[src/rtl/detection_box_unletterbox_filter_unit_defines.svh]
// Assertion macros shared by the detection box unletterbox filter RTL.
// Needs a clock named clock and an active-high synchronous reset named reset in scope.
`ifndef DETECTION_BOX_UNLETTERBOX_FILTER_UNIT_DEFINES_SVH
`define DETECTION_BOX_UNLETTERBOX_FILTER_UNIT_DEFINES_SVH

// Same-cycle implication, checked outside reset
`define DBU_ASSERT_IMPLY(lbl, ante, cons, msg) \
   lbl: assert property (@(posedge clock) disable iff (reset) (ante) |-> (cons)) \
      else $error(msg);

// Next-cycle implication, checked outside reset
`define DBU_ASSERT_NEXT(lbl, ante, cons, msg) \
   lbl: assert property (@(posedge clock) disable iff (reset) (ante) |=> (cons)) \
      else $error(msg);

`endif

[src/rtl/dbu_pkg.sv]
// Package for the detection box unletterbox filter: payload, config and queue types.
// No dependencies; used by every module in rtl/.
`timescale 1ns / 1ps

package dbu_pkg;

   localparam int MAX_IMAGE_SIDE = 4096;
   localparam int COORD_W        = $clog2(MAX_IMAGE_SIDE);
   localparam int SIDE_W         = COORD_W + 1;
   localparam int NUM_LANES      = 4;
   localparam int CORNER_W       = 16;
   localparam int FRAC_BITS      = 4;
   localparam int PAD_W          = 12;
   localparam int DIFF_W         = 18;
   localparam int MAG_W          = DIFF_W - 1;
   localparam int INV_W          = 20;
   localparam int PROD_W         = MAG_W + INV_W;
   localparam int SCALE_SHIFT    = 20;
   localparam int RND_W          = PROD_W + 1 - SCALE_SHIFT;
   localparam int SCORE_W        = 16;
   localparam int LABEL_W        = 8;
   localparam int CSR_DATA_W     = 20;
   localparam int CSR_INDEX_W    = 3;
   localparam int QUEUE_DEPTH    = 4;
   localparam int QPTR_W         = $clog2(QUEUE_DEPTH);
   localparam int QCNT_W         = $clog2(QUEUE_DEPTH + 1);

   // lane order inside the queue entry
   localparam int LANE_X1 = 0;
   localparam int LANE_Y1 = 1;
   localparam int LANE_X2 = 2;
   localparam int LANE_Y2 = 3;

   typedef enum logic [CSR_INDEX_W-1:0] {
      CSR_CONF_THRESHOLD = 3'd0,
      CSR_PAD_LEFT       = 3'd1,
      CSR_PAD_TOP        = 3'd2,
      CSR_INV_SCALE      = 3'd3,
      CSR_IMAGE_WIDTH    = 3'd4,
      CSR_IMAGE_HEIGHT   = 3'd5
   } csr_index_type;

   typedef struct packed {
      logic signed [CORNER_W-1:0] corner_x1;
      logic signed [CORNER_W-1:0] corner_y1;
      logic signed [CORNER_W-1:0] corner_x2;
      logic signed [CORNER_W-1:0] corner_y2;
      logic [SCORE_W-1:0]         score;
      logic [LABEL_W-1:0]         label;
   } req_type;

   typedef struct packed {
      logic [COORD_W-1:0] box_left;
      logic [COORD_W-1:0] box_top;
      logic [COORD_W-1:0] box_width;
      logic [COORD_W-1:0] box_height;
      logic [SCORE_W-1:0] box_score;
      logic [LABEL_W-1:0] box_label;
   } rsp_type;

   typedef struct packed {
      logic [SCORE_W-1:0] conf_threshold;
      logic [PAD_W-1:0]   pad_left;
      logic [PAD_W-1:0]   pad_top;
      logic [INV_W-1:0]   inv_scale;
      logic [COORD_W-1:0] hi_x;
      logic [COORD_W-1:0] hi_y;
   } cfg_type;

   // magnitude and sign of (corner - 16 * pad) per lane
   typedef struct packed {
      logic [NUM_LANES-1:0][MAG_W-1:0] mag;
      logic [NUM_LANES-1:0]            neg;
      logic [SCORE_W-1:0]              score;
      logic [LABEL_W-1:0]              label;
   } entry_type;

   typedef struct packed {
      logic not_empty;
      logic almost_full;
   } q_status_type;

   // largest pixel index for an image side; zero counts as one, capped at the max side
   function automatic logic [COORD_W-1:0] side_limit(input logic [SIDE_W-1:0] side);
      logic [COORD_W-1:0] hi;
      if (side == '0) begin
         hi = '0;
      end else if (side > SIDE_W'(MAX_IMAGE_SIDE)) begin
         hi = COORD_W'(MAX_IMAGE_SIDE - 1);
      end else begin
         hi = COORD_W'(side - SIDE_W'(1));
      end
      return hi;
   endfunction

endpackage

[src/rtl/dbu_front.sv]
// Front end: takes a request, applies the confidence threshold and removes padding.
// Depends on dbu_pkg; feeds dbu_queue.
`timescale 1ns / 1ps

module dbu_front (
   input  logic               clock,
   input  logic               reset,
   input  logic               accept,
   input  dbu_pkg::req_type   req_data,
   input  dbu_pkg::cfg_type   cfg,
   output logic               push,
   output dbu_pkg::entry_type push_entry
);
   import dbu_pkg::*;

   logic                            keep;
   logic signed [NUM_LANES-1:0][CORNER_W-1:0] corner;
   logic [NUM_LANES-1:0][PAD_W-1:0] pad;
   logic signed [DIFF_W-1:0]        diff [NUM_LANES];
   entry_type                       entry_in;
   entry_type                       entry_ff;
   logic                            valid_in;
   logic                            valid_ff;

   always_comb begin
      keep = req_data.score >= cfg.conf_threshold;
      corner[LANE_X1] = req_data.corner_x1;
      corner[LANE_Y1] = req_data.corner_y1;
      corner[LANE_X2] = req_data.corner_x2;
      corner[LANE_Y2] = req_data.corner_y2;
      pad[LANE_X1] = cfg.pad_left;
      pad[LANE_Y1] = cfg.pad_top;
      pad[LANE_X2] = cfg.pad_left;
      pad[LANE_Y2] = cfg.pad_top;
      for (int i = 0; i < NUM_LANES; i++) begin
         // a lane select is unsigned, so the sign is put back before extending
         diff[i] = DIFF_W'($signed(corner[i])) -
                   $signed({2'b00, pad[i], {FRAC_BITS{1'b0}}});
         entry_in.neg[i] = diff[i][DIFF_W-1];
         entry_in.mag[i] = diff[i][DIFF_W-1] ? MAG_W'(-diff[i]) : MAG_W'(diff[i]);
      end
      entry_in.score = req_data.score;
      entry_in.label = req_data.label;
      valid_in = accept && keep;
   end

   always_ff @(posedge clock) begin
      if (reset) begin
         valid_ff <= 1'b0;
      end else begin
         valid_ff <= valid_in;
      end
      if (valid_in) begin
         entry_ff <= entry_in;
      end
   end

   assign push       = valid_ff;
   assign push_entry = entry_ff;

endmodule

[src/rtl/dbu_queue.sv]
// Short request queue between front and back end.
// Depends on dbu_pkg and the assertion macro header.
`timescale 1ns / 1ps

module dbu_queue (
   input  logic                  clock,
   input  logic                  reset,
   input  logic                  push,
   input  dbu_pkg::entry_type    push_entry,
   input  logic                  pop,
   output dbu_pkg::entry_type    pop_entry,
   output dbu_pkg::q_status_type status
);
   import dbu_pkg::*;
   `include "detection_box_unletterbox_filter_unit_defines.svh"

   entry_type         store_ff [QUEUE_DEPTH];
   logic [QPTR_W-1:0] wr_ptr_ff, wr_ptr_in;
   logic [QPTR_W-1:0] rd_ptr_ff, rd_ptr_in;
   logic [QCNT_W-1:0] count_ff, count_in;

   always_comb begin
      wr_ptr_in = push ? wr_ptr_ff + QPTR_W'(1) : wr_ptr_ff;
      rd_ptr_in = pop  ? rd_ptr_ff + QPTR_W'(1) : rd_ptr_ff;
      count_in  = count_ff;
      if (push && !pop) begin
         count_in = count_ff + QCNT_W'(1);
      end else if (pop && !push) begin
         count_in = count_ff - QCNT_W'(1);
      end
   end

   always_ff @(posedge clock) begin
      if (reset) begin
         wr_ptr_ff <= '0;
         rd_ptr_ff <= '0;
         count_ff  <= '0;
      end else begin
         wr_ptr_ff <= wr_ptr_in;
         rd_ptr_ff <= rd_ptr_in;
         count_ff  <= count_in;
      end
      if (push) begin
         store_ff[wr_ptr_ff] <= push_entry;
      end
   end

   assign pop_entry          = store_ff[rd_ptr_ff];
   assign status.not_empty   = count_ff != '0;
   // one slot kept back for the request sitting in the front register
   assign status.almost_full = count_ff >= QCNT_W'(QUEUE_DEPTH - 1);

   `DBU_ASSERT_IMPLY(a_no_overflow, push && !pop, count_ff < QCNT_W'(QUEUE_DEPTH), "queue overflow")
   `DBU_ASSERT_IMPLY(a_no_underflow, pop, count_ff != '0, "queue underflow")

endmodule

[src/rtl/dbu_back.sv]
// Back end: scale, round, clamp, size check and result register.
// Depends on dbu_pkg and the assertion macro header; drains dbu_queue.
`timescale 1ns / 1ps

module dbu_back (
   input  logic               clock,
   input  logic               reset,
   input  logic               in_valid,
   input  dbu_pkg::entry_type in_entry,
   input  dbu_pkg::cfg_type   cfg,
   output logic               rsp_strobe,
   output dbu_pkg::rsp_type   rsp_data
);
   import dbu_pkg::*;
   `include "detection_box_unletterbox_filter_unit_defines.svh"

   // stage 1: products
   logic                            s1_valid_ff;
   logic [NUM_LANES-1:0][PROD_W-1:0] prod_ff, prod_in;
   logic [NUM_LANES-1:0]            neg_ff;
   logic [SCORE_W-1:0]              s1_score_ff;
   logic [LABEL_W-1:0]              s1_label_ff;

   // stage 2: clamped pixels
   logic                            s2_valid_ff;
   logic [NUM_LANES-1:0][COORD_W-1:0] coord_ff, coord_in;
   logic [SCORE_W-1:0]              s2_score_ff;
   logic [LABEL_W-1:0]              s2_label_ff;
   logic [PROD_W:0]                 rnd_sum [NUM_LANES];
   logic [RND_W-1:0]                rnd [NUM_LANES];
   logic [COORD_W-1:0]              hi [NUM_LANES];

   // stage 3: size check and result
   logic signed [COORD_W:0]         width, height;
   logic                            keep;
   rsp_type                         rsp_ff, rsp_in;
   logic                            strobe_ff;
   logic                            rsp_size_ok;

   always_comb begin
      for (int i = 0; i < NUM_LANES; i++) begin
         prod_in[i] = PROD_W'(in_entry.mag[i]) * PROD_W'(cfg.inv_scale);
      end
   end

   always_comb begin
      hi[LANE_X1] = cfg.hi_x;
      hi[LANE_Y1] = cfg.hi_y;
      hi[LANE_X2] = cfg.hi_x;
      hi[LANE_Y2] = cfg.hi_y;
      for (int i = 0; i < NUM_LANES; i++) begin
         rnd_sum[i] = {1'b0, prod_ff[i]} + (PROD_W+1)'(1 << (SCALE_SHIFT - 1));
         rnd[i]     = rnd_sum[i][PROD_W:SCALE_SHIFT];
         // a negative offset rounds to zero or below and so clamps to zero
         if (neg_ff[i]) begin
            coord_in[i] = '0;
         end else if (rnd[i] > RND_W'(hi[i])) begin
            coord_in[i] = hi[i];
         end else begin
            coord_in[i] = rnd[i][COORD_W-1:0];
         end
      end
   end

   always_comb begin
      width  = $signed({1'b0, coord_ff[LANE_X2]}) - $signed({1'b0, coord_ff[LANE_X1]});
      height = $signed({1'b0, coord_ff[LANE_Y2]}) - $signed({1'b0, coord_ff[LANE_Y1]});
      // signed compare, so reversed corners drop
      keep   = (width > $signed((COORD_W+1)'(1))) && (height > $signed((COORD_W+1)'(1)));
      rsp_in.box_left   = coord_ff[LANE_X1];
      rsp_in.box_top    = coord_ff[LANE_Y1];
      rsp_in.box_width  = width[COORD_W-1:0];
      rsp_in.box_height = height[COORD_W-1:0];
      rsp_in.box_score  = s2_score_ff;
      rsp_in.box_label  = s2_label_ff;
   end

   always_ff @(posedge clock) begin
      if (reset) begin
         s1_valid_ff <= 1'b0;
         s2_valid_ff <= 1'b0;
         strobe_ff   <= 1'b0;
      end else begin
         s1_valid_ff <= in_valid;
         s2_valid_ff <= s1_valid_ff;
         strobe_ff   <= s2_valid_ff && keep;
      end
      if (in_valid) begin
         prod_ff     <= prod_in;
         neg_ff      <= in_entry.neg;
         s1_score_ff <= in_entry.score;
         s1_label_ff <= in_entry.label;
      end
      if (s1_valid_ff) begin
         coord_ff    <= coord_in;
         s2_score_ff <= s1_score_ff;
         s2_label_ff <= s1_label_ff;
      end
      if (s2_valid_ff) begin
         rsp_ff <= rsp_in;
      end
   end

   assign rsp_strobe  = strobe_ff;
   assign rsp_data    = rsp_ff;
   assign rsp_size_ok = (rsp_ff.box_width > COORD_W'(1)) && (rsp_ff.box_height > COORD_W'(1));

   `DBU_ASSERT_IMPLY(a_rsp_size, strobe_ff, rsp_size_ok, "result box too small")
   `DBU_ASSERT_IMPLY(a_rsp_source, strobe_ff, $past(s2_valid_ff), "result without request")
   `DBU_ASSERT_NEXT(a_stage_flow, s1_valid_ff, s2_valid_ff, "request lost between stages")

endmodule

[src/rtl/detection_box_unletterbox_filter_unit.sv]
// Kept requests pass the front, queue, product, clamp and result registers; dropped
// requests give no strobe. Throughput: one request per cycle, set by the fully
// pipelined multiply stage; busy stays low as the back end drains the queue every cycle.
// Reset (synchronous, active high) empties the pipe and queue and reloads the registers
// with their defaults. The receiver cannot stall results.
`timescale 1ns / 1ps

module detection_box_unletterbox_filter_unit (
   input  logic                                  clock,
   input  logic                                  reset,
   input  logic                                  start,
   output logic                                  busy,
   input  dbu_pkg::req_type                      req_data,
   output logic                                  rsp_strobe,
   output dbu_pkg::rsp_type                      rsp_data,
   input  logic                                  csr_we,
   input  logic [dbu_pkg::CSR_INDEX_W-1:0]       csr_index,
   input  logic [dbu_pkg::CSR_DATA_W-1:0]        csr_wdata
);
   import dbu_pkg::*;

   logic [SCORE_W-1:0] conf_threshold_ff;
   logic [PAD_W-1:0]   pad_left_ff;
   logic [PAD_W-1:0]   pad_top_ff;
   logic [INV_W-1:0]   inv_scale_ff;
   logic [SIDE_W-1:0]  image_width_ff;
   logic [SIDE_W-1:0]  image_height_ff;
   cfg_type            cfg;
   logic               accept;
   logic               push;
   entry_type          push_entry;
   entry_type          pop_entry;
   q_status_type       q_status;

   always_ff @(posedge clock) begin
      if (reset) begin
         conf_threshold_ff <= SCORE_W'(16384);
         pad_left_ff       <= '0;
         pad_top_ff        <= '0;
         inv_scale_ff      <= INV_W'(65536);
         image_width_ff    <= SIDE_W'(640);
         image_height_ff   <= SIDE_W'(640);
      end else if (csr_we) begin
         unique case (csr_index)
            CSR_CONF_THRESHOLD: conf_threshold_ff <= csr_wdata[SCORE_W-1:0];
            CSR_PAD_LEFT:       pad_left_ff       <= csr_wdata[PAD_W-1:0];
            CSR_PAD_TOP:        pad_top_ff        <= csr_wdata[PAD_W-1:0];
            CSR_INV_SCALE:      inv_scale_ff      <= csr_wdata[INV_W-1:0];
            CSR_IMAGE_WIDTH:    image_width_ff    <= csr_wdata[SIDE_W-1:0];
            CSR_IMAGE_HEIGHT:   image_height_ff   <= csr_wdata[SIDE_W-1:0];
            default: ;
         endcase
      end
   end

   always_comb begin
      cfg.conf_threshold = conf_threshold_ff;
      cfg.pad_left       = pad_left_ff;
      cfg.pad_top        = pad_top_ff;
      cfg.inv_scale      = inv_scale_ff;
      cfg.hi_x           = side_limit(image_width_ff);
      cfg.hi_y           = side_limit(image_height_ff);
   end

   assign busy   = q_status.almost_full;
   assign accept = start && !busy;

   dbu_front u_front (
      .clock      (clock),
      .reset      (reset),
      .accept     (accept),
      .req_data   (req_data),
      .cfg        (cfg),
      .push       (push),
      .push_entry (push_entry)
   );

   dbu_queue u_queue (
      .clock      (clock),
      .reset      (reset),
      .push       (push),
      .push_entry (push_entry),
      .pop        (q_status.not_empty),
      .pop_entry  (pop_entry),
      .status     (q_status)
   );

   dbu_back u_back (
      .clock      (clock),
      .reset      (reset),
      .in_valid   (q_status.not_empty),
      .in_entry   (pop_entry),
      .cfg        (cfg),
      .rsp_strobe (rsp_strobe),
      .rsp_data   (rsp_data)
   );

endmodule

[config.mk]
export PLATFORM = sky130hd
export DESIGN_NAME = detection_box_unletterbox_filter_unit
export DESIGN_NICKNAME = d
export VERILOG_FILES = /design/src/rtl/dbu_pkg.sv /design/src/rtl/dbu_front.sv /design/src/rtl/dbu_queue.sv /design/src/rtl/dbu_back.sv /design/src/rtl/detection_box_unletterbox_filter_unit.sv
export VERILOG_INCLUDE_DIRS = /design/src /design/src/rtl
export SDC_FILE = /design/constraint.sdc
export NUM_CORES = 2
export LEC_CHECK = 0
export ABC_AREA = 1
export BUFFER_PORTS_ARGS = -buffer_cell sky130_fd_sc_hd__buf_4
export CORE_MARGIN = 2
export CORE_UTILIZATION = 45
export DETAILED_ROUTE_END_ITERATION = 12
export PLACE_DENSITY_LB_ADDON = 0.08
export SETUP_SLACK_MARGIN = 0.4
export SLEW_MARGIN = 20
export SYNTH_ARGS = -nofsm -noshare
export SYNTH_HDL_FRONTEND = slang
export SYNTH_SLANG_ARGS = --single-unit
[constraint.sdc]
create_clock -name clock -period 7.7 [get_ports clock]
set_clock_uncertainty 0.05 [all_clocks]
set_input_delay 1.155 -clock clock [delete_from_list [all_inputs] [get_ports clock]]
set_output_delay 1.155 -clock clock [all_outputs]
set_load 0.02 [all_outputs]
==> impl_metrics.json <==
{
  "endpoint_kind": "register",
  "tightest_slew_ns": 1.09,
  "grt_max_degree": 115,
  "final_common_cell": "nand2_1",
  "r2r_cells": 26,
  "synth-edff-count": 724,
  "rows": 156,
  "layout_setup_ws_ns": 0.706,
  "io_buffers": 188,
  "pin_count": 189,
  "cts_tree": "yes",
  "viasPerCell": 5.24,
  "drv_slew": 0,
  "drt_iter0_drc": 4534,
  "start_util": 0.452,
  "async_flop_share": 0,
  "rrSetupSlack_ns": 0.71,
  "post-route-min-period_ns": 6.99,
  "hp-class": "register to register",
  "cts_buffers": 92,
  "p_leak_uw": 0.0426,
  "die-area_um2": 185000,
  "synth_seq_cells": 823,
  "die_x_um": 430,
  "vdd_drop_max_mv": 0.216,
  "fin_nets": 11200,
  "cap_viol_max_count": 0,
  "track_usage": 0.281,
  "clkLatencyLatePin_ns": 0.77,
  "synth_ff_type": "edfxtp_1",
  "endpoint": "u_back.prod_ff[100]$_DFFE_PN_",
  "critical_path_required_ns": 8.13,
  "core_um2": 180000,
  "cts_root_buf": "clkbuf_16",
  "postRouteWirelength_um": 260000,
  "criticalPathCategory": "register to register",
  "r2r_end": "u_back.prod_ff[100]$_DFFE_PN_",
  "cts_sinks": 823,
  "final_cell_mix": "nand2_1, inv_1, nor2_1",
  "synth_area_um2": 81500,
  "start_kind": "register",
  "first_pass_iters": 6,
  "outcome": "finished, final reports clean",
  "synth_nets": 11010,
  "grt_pass1_vias": 63237,
  "setup_viol": 0,
  "yosysSeqAreaShare": 0.291,
  "rsz0062_at_grt": "false",
  "cts_htree_levels": 3,
  "arrival_ns": 7.42,
  "dp_slack_ns": 0.260,
  "drc": 0,
  "maxSlewHeadroom": 0.270,
  "power_per_cell_area_nw_per_um2": 339,
  "wl_per_cell_um": 21.9,
  "fin_tns_setup_ns": 0,
  "cts_max_path_buffers": 3,
  "ant_nets": 0,
  "synth_cell_types": 59,
  "overflow": 0,
  "syn-instance-count": 9228,
  "cts-hold-fix-buffers": 0,
  "gp_congestion": 0.945,
  "syn_avg_cell_area_um2": 8.83,
  "antenna_found_initial": 17,
  "areaGrowthSynthToFinish_pct": 10.3,
  "die_y_um": 430,
  "cp_max_fo": 76,
  "post-dp-hpwl_um": 199000,
  "clk_pin_slew_worst_paths_ns": 0.06,
  "drive_gt1_frac": 0.0753,
  "grt_pass1_wl_um": 391000,
  "period_share": 0.908,
  "ys_warn_count": 0,
  "vias": 62177,
  "hold_viol": 0,
  "max_freq_mhz": 143
}
==> metal layers <==
metal,part of all wire,global-route usage
met5,0.000050,0
met4,0.044,0.108
met3,0.071,0.0439
met2,0.46,0.453
met1,0.42,0.383
==> report_power, final <==
part	switching, µW	total, µW	internal (µW)
Clock	1950	4550	2600
Sequential	572	6860	6290
Combinational	12800	19100	6240
==> how the worst min path moves through the flow <==
stage,from,end,slack (ns),depth (start not counted)
after floorplan,u_back.s2_label_ff[0]$_DFFE_PP_,u_back.rsp_data[0]$_DFFE_PP_,0.35,0
after detailed placement,u_back.s1_score_ff[12]$_DFFE_PN_,u_back.s2_score_ff[12]$_DFFE_PP_,0.35,0
after CTS,u_back.s2_score_ff[8]$_DFFE_PP_,u_back.rsp_data[16]$_DFFE_PP_,0.35,0
after global routing,u_back.s2_score_ff[8]$_DFFE_PP_,u_back.rsp_data[16]$_DFFE_PP_,0.36,0
final,u_back.s2_score_ff[8]$_DFFE_PP_,u_back.rsp_data[16]$_DFFE_PP_,0.35,0
after global placement,u_back.s1_score_ff[12]$_DFFE_PN_,u_back.s2_score_ff[12]$_DFFE_PP_,0.35,0
==> Yosys cell counts (29+ instances only) <==
cell type  count  area, µm²
o21ai_0      271       1360
fa_1        1074      21500
buf_2         78        390
a21o_1        35        263
nand2_1     1996       7490
xnor2_1       70        613
inv_1       1810       6790
edfxtp_1     724      21700
nor2_1      1095       4110
ha_1         593       7420
clkbuf_1     220        826
nand4_1       59        369
nor3_1        54        270
a21oi_1      307       1540
nand3_1      318       1590
o22ai_1       29        181
xor2_1       127       1110
dfxtp_1       99       1980
==> critical path, stage by stage (launching register included) <==
cell and delay, ns:
dfxtp_4 0.52, inv_16 0.14, buf_12 0.26, nand2_1 0.06
nand3_1 0.07, nand2_1 0.09, buf_4 0.17, clkinvlp_4 0.27
nand2_1 0.17, fa_1 0.48, fa_1 0.55, inv_1 0.05
fa_1 0.50, fa_1 0.54, fa_1 0.50, inv_1 0.05
fa_1 0.47, inv_1 0.04, ha_1 0.38, nand2_1 0.13
nor2_1 0.17, inv_1 0.13, nor2_1 0.24, nand4_1 0.16
nand2_1 0.19, a21oi_1 0.12, xnor2_1 0.15
==> through the flow <==
stage	instances	total power (µW)	utilization	hold slack [ns]	instance area [µm²]
detailed placement	11652	25500	0.478	0.355	86200
finish	11872	30500	0.499	0.347	89900
global placement	11652	25400	0.478	0.351	86200
CTS	11826	30300	0.495	0.347	89300
floorplan	9228	19000	-	0.350	81500
global route	11869	33200	0.499	0.359	89900
==> registers in the layout (all words and copies together) (netlist names), 16 cells and up, named ones only <==
| name | cells |
|---|---|
| u_front.push_entry | 96 |
| u_back.s2_score_ff | 16 |
| conf_threshold_ff | 16 |
| inv_scale_ff | 20 |
| u_back.s1_score_ff | 16 |
| u_queue.store_ff | 384 |
| u_back.prod_ff | 72 |
| u_back.rsp_data | 72 |
| u_back.coord_ff | 48 |
==> kinds of logic after synthesis <==
group	count (synthesis)	synth area share
compound gates	759	0.0516
fa+ha+maj	1667	0.355
flops	823	0.291
xor+xnor	201	0.0221
buf+inv	2159	0.101
simple gates	3619	0.179
==> area by class of cell <==
class,count,area [µm²]
fillers,17236,90400
multi-input cells,6246,49600
flip-flops and latches,823,23800
inverters,1843,7040
repair buffers,411,3400
well taps,2370,2970
clock buffers,119,2460
clock inverters,55,669
diodes,4,10.0
repair inverters,1,5.00
==> timing repair <==
| item | in CTS | in global routing |
|---|---|---|
| resized for setup | 3 | 60 |
| pin swaps | 0 | 0 |
| setup buffers | 0 | 39 |
| hold endpoints to repair | 0 | 0 |
| endpoints found under the setup margin | 4 | 54 |
| gates cloned | 0 | 3 |
Power figures use the tool's default switching activity.
